$ cat src/hw/rtl/msaq_pkg.sv
package msaq_pkg;

  localparam int unsigned CNT_W = 8;
  localparam int unsigned TEMP_W = 12;
  localparam int unsigned ALC_W = 16;
  localparam int unsigned FLAGS_W = 6;
  localparam int unsigned CFG_IDX_W = 3;
  localparam int unsigned CFG_DATA_W = 16;

  localparam logic [CNT_W-1:0] CNT_MAX = 8'd255;

  typedef enum logic [CFG_IDX_W-1:0] {
    REG_TEMP_HIGH_LEVEL   = 3'd0,
    REG_TEMP_DANGER_LEVEL = 3'd1,
    REG_ALCOHOL_LEVEL_LIM = 3'd2,
    REG_FLAME_COUNT_LIM   = 3'd3,
    REG_HIGH_TEMP_CNT_LIM = 3'd4,
    REG_DANGER_CNT_LIM    = 3'd5,
    REG_ALCOHOL_CNT_LIM   = 3'd6,
    REG_LEAK_COUNT_LIM    = 3'd7
  } cfg_reg_t;

  localparam int unsigned FLAG_FLAME = 0;
  localparam int unsigned FLAG_HIGH_TEMP = 1;
  localparam int unsigned FLAG_DANGER_TEMP = 2;
  localparam int unsigned FLAG_ALCOHOL = 3;
  localparam int unsigned FLAG_LOW_FLUID = 4;
  localparam int unsigned FLAG_LEAK = 5;

  localparam logic signed [TEMP_W-1:0] TEMP_HIGH_RST = 12'sd400;
  localparam logic signed [TEMP_W-1:0] TEMP_DANGER_RST = 12'sd700;
  localparam logic [ALC_W-1:0] ALC_LEVEL_RST = 16'h3000;
  localparam logic [CNT_W-1:0] FLAME_LIM_RST = 8'd10;
  localparam logic [CNT_W-1:0] HIGH_LIM_RST = 8'd10;
  localparam logic [CNT_W-1:0] DANGER_LIM_RST = 8'd20;
  localparam logic [CNT_W-1:0] ALC_LIM_RST = 8'd20;
  localparam logic [CNT_W-1:0] LEAK_LIM_RST = 8'd10;

  function automatic logic [CNT_W-1:0] sat_inc(input logic [CNT_W-1:0] c);
    sat_inc = (c == CNT_MAX) ? CNT_MAX : c + 1'b1;
  endfunction

endpackage

$ cat src/hw/rtl/multi_sensor_alarm_qualifier.sv
// An accepted item is held in the input register and then in the result register until it is taken.
// Throughput: one item per cycle while results are taken; the persistence counters update as an item
// moves from the input register into the result register.
// One further item is held in the input register while a result waits to be taken.
// Reset (rst_n low, synchronous) clears all counters, turns the fan off, empties both
// registers and loads the threshold registers with their default values.
module multi_sensor_alarm_qualifier
  import msaq_pkg::*;
(
  input  logic                     clk,
  input  logic                     rst_n,
  input  logic                     in_valid,
  output logic                     in_ready,
  input  logic                     in_flame_pin,
  input  logic                     in_leak_pin,
  input  logic                     in_fluid_ok_pin,
  input  logic signed [TEMP_W-1:0] in_temperature,
  input  logic [ALC_W-1:0]         in_alcohol_level,
  output logic                     out_valid,
  input  logic                     out_ready,
  output logic [FLAGS_W-1:0]       out_unsafe_flags,
  output logic                     out_critical,
  output logic                     out_fan_on,
  input  logic                     cfg_we,
  input  logic [CFG_IDX_W-1:0]     cfg_index,
  input  logic [CFG_DATA_W-1:0]    cfg_wdata
);

  // Configuration registers.
  logic signed [TEMP_W-1:0] temp_high_r;
  logic signed [TEMP_W-1:0] temp_danger_r;
  logic [ALC_W-1:0]         alc_level_r;
  logic [CNT_W-1:0]         flame_lim_r;
  logic [CNT_W-1:0]         high_lim_r;
  logic [CNT_W-1:0]         danger_lim_r;
  logic [CNT_W-1:0]         alc_lim_r;
  logic [CNT_W-1:0]         leak_lim_r;

  always_ff @(posedge clk) begin
    if (!rst_n) begin
      temp_high_r   <= TEMP_HIGH_RST;
      temp_danger_r <= TEMP_DANGER_RST;
      alc_level_r   <= ALC_LEVEL_RST;
      flame_lim_r   <= FLAME_LIM_RST;
      high_lim_r    <= HIGH_LIM_RST;
      danger_lim_r  <= DANGER_LIM_RST;
      alc_lim_r     <= ALC_LIM_RST;
      leak_lim_r    <= LEAK_LIM_RST;
    end else if (cfg_we) begin
      unique case (cfg_reg_t'(cfg_index))
        REG_TEMP_HIGH_LEVEL:   temp_high_r   <= $signed(cfg_wdata[TEMP_W-1:0]);
        REG_TEMP_DANGER_LEVEL: temp_danger_r <= $signed(cfg_wdata[TEMP_W-1:0]);
        REG_ALCOHOL_LEVEL_LIM: alc_level_r   <= cfg_wdata[ALC_W-1:0];
        REG_FLAME_COUNT_LIM:   flame_lim_r   <= cfg_wdata[CNT_W-1:0];
        REG_HIGH_TEMP_CNT_LIM: high_lim_r    <= cfg_wdata[CNT_W-1:0];
        REG_DANGER_CNT_LIM:    danger_lim_r  <= cfg_wdata[CNT_W-1:0];
        REG_ALCOHOL_CNT_LIM:   alc_lim_r     <= cfg_wdata[CNT_W-1:0];
        REG_LEAK_COUNT_LIM:    leak_lim_r    <= cfg_wdata[CNT_W-1:0];
        default:               leak_lim_r    <= cfg_wdata[CNT_W-1:0];
      endcase
    end
  end

  // Input register.
  logic                     s1_valid_r;
  logic                     s1_flame_r;
  logic                     s1_leak_r;
  logic                     s1_fluid_ok_r;
  logic signed [TEMP_W-1:0] s1_temp_r;
  logic [ALC_W-1:0]         s1_alc_r;

  logic s2_load;
  logic in_take;

  assign s2_load  = s1_valid_r && (!out_valid || out_ready);
  assign in_ready = !s1_valid_r || s2_load;
  assign in_take  = in_valid && in_ready;

  always_ff @(posedge clk) begin
    if (!rst_n) begin
      s1_valid_r <= 1'b0;
    end else if (in_ready) begin
      s1_valid_r <= in_valid;
    end
  end

  always_ff @(posedge clk) begin
    if (in_take) begin
      s1_flame_r    <= in_flame_pin;
      s1_leak_r     <= in_leak_pin;
      s1_fluid_ok_r <= in_fluid_ok_pin;
      s1_temp_r     <= in_temperature;
      s1_alc_r      <= in_alcohol_level;
    end
  end

  // Persistence state.
  logic [CNT_W-1:0] flame_cnt_r, flame_cnt_nxt;
  logic [CNT_W-1:0] high_cnt_r, high_cnt_nxt;
  logic [CNT_W-1:0] danger_cnt_r, danger_cnt_nxt;
  logic [CNT_W-1:0] alc_cnt_r, alc_cnt_nxt;
  logic [CNT_W-1:0] leak_cnt_r, leak_cnt_nxt;
  logic             fan_r, fan_nxt;
  logic [FLAGS_W-1:0] flags_nxt;
  logic             temp_normal;
  logic             temp_high;

  always_comb begin
    flags_nxt      = '0;
    high_cnt_nxt   = high_cnt_r;
    danger_cnt_nxt = danger_cnt_r;
    fan_nxt        = fan_r;

    flame_cnt_nxt = s1_flame_r ? '0 : sat_inc(flame_cnt_r);
    flags_nxt[FLAG_FLAME] = (flame_cnt_nxt >= flame_lim_r);

    temp_normal = (s1_temp_r < temp_high_r);
    temp_high   = (s1_temp_r < temp_danger_r);
    if (temp_normal) begin
      fan_nxt        = 1'b0;
      high_cnt_nxt   = '0;
      danger_cnt_nxt = '0;
    end else if (temp_high) begin
      high_cnt_nxt = sat_inc(high_cnt_r);
      if (high_cnt_nxt > high_lim_r) begin
        fan_nxt = 1'b1;
        flags_nxt[FLAG_HIGH_TEMP] = 1'b1;
      end
    end else begin
      danger_cnt_nxt = sat_inc(danger_cnt_r);
      if (danger_cnt_nxt > danger_lim_r) begin
        fan_nxt = 1'b1;
        flags_nxt[FLAG_DANGER_TEMP] = 1'b1;
      end
    end

    if (s1_alc_r > alc_level_r) begin
      alc_cnt_nxt = sat_inc(alc_cnt_r);
      flags_nxt[FLAG_ALCOHOL] = (alc_cnt_nxt > alc_lim_r);
    end else begin
      alc_cnt_nxt = '0;
    end

    flags_nxt[FLAG_LOW_FLUID] = !s1_fluid_ok_r;

    // A zero leak limit still needs a leak on this tick to raise the flag.
    if (!s1_leak_r) begin
      leak_cnt_nxt = sat_inc(leak_cnt_r);
      flags_nxt[FLAG_LEAK] = (leak_cnt_nxt >= leak_lim_r);
    end else begin
      leak_cnt_nxt = '0;
    end
  end

  always_ff @(posedge clk) begin
    if (!rst_n) begin
      flame_cnt_r  <= '0;
      high_cnt_r   <= '0;
      danger_cnt_r <= '0;
      alc_cnt_r    <= '0;
      leak_cnt_r   <= '0;
      fan_r        <= 1'b0;
    end else if (s2_load) begin
      flame_cnt_r  <= flame_cnt_nxt;
      high_cnt_r   <= high_cnt_nxt;
      danger_cnt_r <= danger_cnt_nxt;
      alc_cnt_r    <= alc_cnt_nxt;
      leak_cnt_r   <= leak_cnt_nxt;
      fan_r        <= fan_nxt;
    end
  end

  // Result register.
  logic               out_valid_r;
  logic [FLAGS_W-1:0] out_flags_r;
  logic               out_unsafe_r;

  always_ff @(posedge clk) begin
    if (!rst_n) begin
      out_valid_r <= 1'b0;
    end else if (!out_valid || out_ready) begin
      out_valid_r <= s1_valid_r;
    end
  end

  always_ff @(posedge clk) begin
    if (s2_load) begin
      out_flags_r  <= flags_nxt;
      out_unsafe_r <= flags_nxt[FLAG_FLAME] | flags_nxt[FLAG_DANGER_TEMP] |
                      flags_nxt[FLAG_ALCOHOL] | flags_nxt[FLAG_LEAK];
    end
  end

  assign out_valid        = out_valid_r;
  assign out_unsafe_flags = out_flags_r;
  assign out_critical     = out_unsafe_r;
  assign out_fan_on       = fan_r;

`ifndef SYNTHESIS
  a_unsafe_matches_flags: assert property (@(posedge clk) disable iff (!rst_n)
    out_valid |-> (out_critical == (out_unsafe_flags[FLAG_FLAME] |
      out_unsafe_flags[FLAG_DANGER_TEMP] | out_unsafe_flags[FLAG_ALCOHOL] |
      out_unsafe_flags[FLAG_LEAK])))
    else $error("critical output disagrees with the critical flags");

  a_temp_flag_fan: assert property (@(posedge clk) disable iff (!rst_n)
    (out_valid && (out_unsafe_flags[FLAG_HIGH_TEMP] || out_unsafe_flags[FLAG_DANGER_TEMP]))
      |-> out_fan_on)
    else $error("qualified temperature flag without the fan running");

  a_state_held_when_stalled: assert property (@(posedge clk) disable iff (!rst_n)
    !s2_load |=> ($stable(flame_cnt_r) && $stable(leak_cnt_r) && $stable(fan_r)))
    else $error("persistence state changed without an item moving");

  a_item_not_lost: assert property (@(posedge clk) disable iff (!rst_n)
    (s1_valid_r && !s2_load) |=> s1_valid_r)
    else $error("buffered item dropped while the result register was stalled");
`endif

endmodule
$ cat config.mk
export PLATFORM = sky130hd
export DESIGN_NAME = multi_sensor_alarm_qualifier
export DESIGN_NICKNAME = d
export VERILOG_FILES = /design/src/hw/rtl/msaq_pkg.sv /design/src/hw/rtl/multi_sensor_alarm_qualifier.sv
export SDC_FILE = /design/constraint.sdc
export NUM_CORES = 1
export LEC_CHECK = 0
export BUFFER_PORTS_ARGS = -buffer_cell sky130_fd_sc_hd__buf_4
export CAP_MARGIN = 20
export CELL_PAD_IN_SITES_DETAIL_PLACEMENT = 1
export CELL_PAD_IN_SITES_GLOBAL_PLACEMENT = 1
export CORE_UTILIZATION = 50
export DETAILED_ROUTE_END_ITERATION = 16
export PLACE_DENSITY = 0.93
export SLEW_MARGIN = 30
export SYNTH_ARGS = -nofsm -noshare
export SYNTH_HDL_FRONTEND = slang
export SYNTH_SLANG_ARGS = --single-unit
$ cat constraint.sdc
create_clock -name clk -period 9.8 [get_ports clk]
set_clock_uncertainty 0.1 [all_clocks]
set_input_delay 0.49 -clock clk [delete_from_list [all_inputs] [get_ports clk]]
set_output_delay 0.49 -clock clk [all_outputs]
set_load 0.03 [all_outputs]
==> impl_metrics.ini, run 1 <==
[outcome]
status = finished, final reports clean

[clock_tree]
numCtsBuffers = 17
clk_latency_ns = 0.45
post_cts_buffers = 0
clock_sinks = 161
cts-resized-gates = 0
htreeDepth = 4
cts_hold_buf = 0
clockBufferDepth = 2
cts_tree = yes
cts.clk_slew.worst_paths_ns = 0.08
ctsRootBufferMaster = clkbuf_16

[place]
placed_area_mm2 = 0.00916
port_buffers = 64
gp_congestion = 0.818
dp_cells = 1232
post-dp-hpwl_um = 16400

[routing]
num_vias = 7324
drtPass1Iterations = 4
drc_errors = 0
drt-initial-drc-count = 446
routedWlPerCell_um = 20.3
detail_route.vias_per_cell = 5.79
postRouteAntennaNets = 0
routed_wl_um = 25700

[floorplan]
rows = 47
ios = 65
core_area_mm2 = 0.0166
die-area_mm2 = 0.0176
initial_core_util_pct = 51.4
die_y_um = 133
die_w_um = 133

[cells_and_area]
area_growth_pct = 14.9
antenna_cells = 0
drive_above_1_share_pct = 11.0
instances_no_fill = 1264
fin_nets = 1169
final_cell_mix = 211 x nand2_1, 123 x dfxtp_1, 84 x inv_1
final_cell_area_mm2 = 0.00979
mostFrequentLayoutCell = nand2_1

[global_route]
grt_usage_pct = 30.5
grt_pass1_wl_um = 41000
grt_max_degree = 72
antenna_found_initial = 0
grt_pass1_vias = 7968
overflow = 0

[worst_hold_path]
whs_path_depth = 1
min_from = in_temperature[8]
min_to = s1_temp_r[8]
holdCritPathClass = input pin to register

[sta]
period_needed_ns = 3.54
finalHoldWorstSlack_ns = 0.107
max_slew_margin_pct = 37.7
final.setup.tns_ns = 0
rsz0062_at_grt = false
hold_violations = 0
finalMaxSlewViolations = 0
period_share_pct = 36.1
worst_slew_pin_slew_ns = 0.935
fmax_mhz = 283
setup_violations = 0

[worst_setup_path]
reg2reg_to = out_critical
r2r-start = danger_cnt_r[0]
crit_type = register to register
arrival_ns = 3.61
rr_worst_depth = 13
worstSetupEndpointType = register
reg2reg_slack_ns = 6.26
crit_fanout = 10
worstPathRequired_ns = 9.88
critPathLaunchType = register

[logic_synthesis]
syn_area_per_cell_um2 = 8.68
ys_async_sr_fraction_pct = 0
ys_seq_area_share_pct = 42.3
ys_warn_count = 0
yosys.area.top_type = dfxtp_1
synth_area_leaders = dfxtp_1 29%, edfxtp_1 13%, ha_1 12%, nand2_1 9.3%, a21boi_0 6.4%
yosysTopAreaCellShare_pct = 28.9
synth_nets = 1119
synth-seq-cells = 161
synth_cells = 981
synthesis.area_mm2 = 0.00852
ys.flop_type = dfxtp_1
synth-edff-count = 38
synthDistinctLibCells = 56

[power]
p_per_area_mw_per_mm2 = 160
power.total_uw = 1570
p_leak_uw = 0.00399
ir_worst_vdd_mv = 0.178

[job]
cap_viol_max_count = 0
-- critical path: stages (launching register included) --
cell,delay [ns]
dfxtp_1,0.40
ha_1,0.25
nand3_1,0.18
nor2_1,0.22
nand3_1,0.30
nand2b_1,0.20
ha_1,0.26
nor2b_1,0.14
o21ai_0,0.17
nand2b_1,0.09
a211oi_1,0.27
nor2_1,0.10
and3_4,0.16
or4_1,0.41
-- logic make-up after synthesis --
kind of cell / synth area share, %
compound gates: 17.1
simple gates: 19.9
fa+ha+maj: 12.2
xor+xnor: 2.06
buf+inv: 5.58
flops: 42.3
mux: 0.823
-- metal layers --
| layer | vias to the layer above | wire length (um) | GRT usage (%) |
|---|---|---|---|
| li1 | 3475 | - | - |
| met1 | 3594 | 10400 | 33.4 |
| met2 | 178 | 13100 | 53.9 |
| met3 | 77 | 1000 | 6.86 |
| met4 | 0 | 1240 | 18.2 |
| met5 | - | 0 | 0 |
-- synth_stat cells, types with 4 or more instances --
cell	n
nand2_1	211
dfxtp_1	123
inv_1	84
ha_1	83
a21boi_0	73
nor2_1	45
nand3_1	40
edfxtp_1	38
a21oi_1	30
clkbuf_1	28
o211ai_1	23
nand4_1	22
nor2b_1	21
o21ai_0	21
nand2b_1	14
a21o_1	12
xor2_1	12
a22oi_1	9
nor3_1	9
xnor2_1	8
and3_1	6
o2111ai_1	6
and2_1	5
buf_1	5
o22ai_1	5
a32o_1	4
clkbuf_2	4
-- final cells by class --
type	instances	area [um2]
Clock inverter	15	196
Multi-Input combinational cell	696	4440
Inverter	85	319
Tap cell	220	275
Clock buffer	17	425
Sequential cell	161	3600
Timing Repair Buffer	70	526
Fill cell	1951	6800
-- where the power goes --
part | leakage, uW | internal [uW] | switching, uW
combinational | 0.00232 | 51.4 | 85.5
clock | 0.000306 | 410 | 311
sequential | 0.00136 | 699 | 11.4
total | 0.00399 | 1160 | 408
-- sequential cells by signal (all words and copies together), names as in the netlist --
| signal | cells |
|---|---|
| alc_cnt_r | 8 |
| alc_level_r | 16 |
| alc_lim_r | 8 |
| danger_cnt_r | 8 |
| danger_lim_r | 8 |
| flame_cnt_r | 8 |
| flame_lim_r | 8 |
| high_cnt_r | 8 |
| high_lim_r | 8 |
| leak_cnt_r | 8 |
| leak_lim_r | 8 |
| out_critical | 1 |
| out_fan_on | 1 |
| out_unsafe_flags | 6 |
| out_valid | 1 |
| s1_alc_r | 16 |
| s1_flame_r | 1 |
| s1_fluid_ok_r | 1 |
| s1_leak_r | 1 |
| s1_temp_r | 12 |
| s1_valid_r | 1 |
| temp_danger_r | 12 |
| temp_high_r | 12 |
-- worst max-delay path by stage --
stage	start	to	slack, ns	cells past startpoint
final	danger_cnt_r[0]	out_critical	6.26	13
after global routing	danger_cnt_r[0]	out_critical	6.13	13
after CTS	danger_cnt_r[0]	out_critical	6.35	13
after detailed placement	danger_cnt_r[0]	out_critical	6.41	13
after global placement	leak_cnt_r[0]	out_critical	6.57	14
after floorplan	leak_cnt_r[0]	out_critical	6.73	14
-- through the flow --
stage / util, % / setup slack (ns)
global placement: 55.2 / 6.57
floorplan: - / 6.73
detailed placement: 55.2 / 6.41
CTS: 59.0 / 6.35
finish: 59.0 / 6.26
global route: 59.0 / 6.13
(Power assumes the default switching activity.)
==> inputs of run 2 (changes only) <==
--- a/config.mk
+++ b/config.mk
@@ -9,9 +9,9 @@
 export CAP_MARGIN = 20
 export CELL_PAD_IN_SITES_DETAIL_PLACEMENT = 1
 export CELL_PAD_IN_SITES_GLOBAL_PLACEMENT = 1
-export CORE_UTILIZATION = 50
+export CORE_UTILIZATION = 46
 export DETAILED_ROUTE_END_ITERATION = 16
-export PLACE_DENSITY = 0.93
+export PLACE_DENSITY = 0.87
 export SLEW_MARGIN = 30
 export SYNTH_ARGS = -nofsm -noshare
 export SYNTH_HDL_FRONTEND = slang
==> constraint.sdc (replaced) <==
create_clock -name clk -period 3.7 [get_ports clk]
set_clock_uncertainty 0.1 [all_clocks]
set_input_delay 0.185 -clock clk [delete_from_list [all_inputs] [get_ports clk]]
set_output_delay 0.185 -clock clk [all_outputs]
set_load 0.03 [all_outputs]
==> impl_metrics.ini, run 2 (same netlist as run 1, synthesis figures left out) <==
[outcome]
status = finished, final reports clean

[clock_tree]
clock_sinks = 161
post_cts_buffers = 0
cts.clk_slew.worst_paths_ns = 0.09
cts_tree = yes
clockBufferDepth = 2
htreeDepth = 4
clk_latency_ns = 0.45
numCtsBuffers = 17
ctsRootBufferMaster = clkbuf_16

[cells_and_area]
area_growth_pct = 20.8
fill_cells = 2125
final_cell_mix = 210 x nand2_1, 122 x dfxtp_1, 84 x inv_1
antenna_cells = 0
drive_above_1_share_pct = 10.5
largestRegisters = alc_level_r: 16 flops, s1_alc_r: 16 flops
mostFrequentLayoutCell = nand2_1
post-route-util_pct = 57.1
fin_nets = 1215

[floorplan]
die_w_um = 138
die-area_mm2 = 0.0191
core_area_mm2 = 0.0180
die_y_um = 138
initial_core_util_pct = 47.2
rows = 49
ios = 65

[power]
p_leak_uw = 0.00419
ir_worst_vdd_mv = 0.328
p_per_area_mw_per_mm2 = 415

[worst_setup_path]
worstSetupEndpointType = register
critPathLaunchType = register
slowest_stage = or4_1
crit_type = register to register
crit_chain = ha_1, nand2_1, nor2_1, nand2_2, a21o_1, ha_1, nand2b_1, a21oi_1, nor2b_1, o21ai_0, a21oi_1, o41a_1, or4_1
crit_fanout = 6
cpPeakStageDelay_ns = 0.55
arrival_ns = 3.56
worstPathRequired_ns = 3.76

[sta]
period_share_pct = 94.5
rsz0062_at_grt = false
finalMaxSlewViolations = 0
max_slew_margin_pct = 37.6
hold_violations = 0
setup_violations = 0
final.setup.tns_ns = 0
period_needed_ns = 3.50
worst_slew_pin_slew_ns = 0.936
fmax_mhz = 286

[routing]
routedWlPerCell_um = 19.7
drc_errors = 0
drtPass1Iterations = 5
postRouteAntennaNets = 0
num_vias = 7493
drt-initial-drc-count = 452
routed_wl_um = 25900
detail_route.vias_per_cell = 5.68

[global_route]
grt_usage_pct = 28.2
grt_pass1_wl_um = 42500
antenna_found_initial = 0
gr-usage-met3_pct = 5.68
grt_pass1_vias = 8144
overflow = 0
grt_max_degree = 71
grtUsageMet2_pct = 49.8
grt_use_met1_pct = 32.8
gr-max-usage-layer = met2

[place]
post-dp-hpwl_um = 15600
port_buffers = 64
gp_congestion = 0.819

[job]
cap_viol_max_count = 0

[worst_hold_path]
holdCritPathClass = input pin to register
-- run 2: cell count changes in the layout (fill, tap and decap cells not counted), sizes merged --
cell and change:
clkinvlp -1, inv -5, clkinv +1, clkbuf +3
bufinv +2, dlygate4sd3 +46
-- run 2: final timing paths --
check	from	to	slack, ns	cells past startpoint
max reg2reg	flame_cnt_r[0]	out_critical	0.20	13
max	flame_cnt_r[0]	out_critical	0.20	13
min	cfg_wdata[2]	temp_high_r[2]	0.009	3
min reg2reg	alc_lim_r[5]	alc_lim_r[5]	0.37	2
-- run 2: what timing repair did --
item / 4_1_cts / 5_1_grt
resized for setup: 0 / 2
endpoints found under the setup margin: 0 / 1
hold buffers: 46 / 0
hold endpoints to repair: 68 / 0
-- run 2: critical path: cells and delay by family (launching register included) --
kind            cells  cell delay, ns
simple gates        6            1.18
compound gates      5            1.05
fa+ha+maj           2            0.52
flops               1            0.37
-- run 2: final cells by class --
class / count / area [um2] / area share, %
sequential: 161 / 3600 / 35.0
timing repair buffer: 116 / 986 / 9.59
clock buffer: 20 / 437 / 4.25
inverter: 85 / 319 / 3.10
multi-input combinational: 696 / 4450 / 43.2
clock inverter: 12 / 205 / 2.00
tap: 229 / 287 / 2.79
-- run 2: through the flow --
| stage | hold WS, ns | std cells | setup WS [ns] | total power (uW) | cell area, um2 |
|---|---|---|---|---|---|
| after floorplan | 0.184 | 981 | 0.635 | 2120 | 8520 |
| after global placement | 0.263 | 1241 | 0.440 | 2240 | 9170 |
| after detailed placement | 0.264 | 1241 | 0.329 | 2260 | 9170 |
| after CTS | 0.00273 | 1319 | 0.280 | 4230 | 10300 |
| after global routing | 0.00773 | 1319 | 0.0367 | 4390 | 10300 |
| final | 0.00887 | 1319 | 0.205 | 4270 | 10300 |
-- run 2: power breakdown --
group          switching [uW]  internal (uW)  total, uW
Combinational             236            169        405
Clock                     777           1210       1980
Sequential               30.3           1850       1880
Total                    1040           3230       4270
-- run 2: layer usage --
metal | wire length [um] | share of wire, %
met3 | 1010 | 3.9
met4 | 1020 | 3.9
met2 | 13200 | 51
met5 | 0 | 0
met1 | 10700 | 41
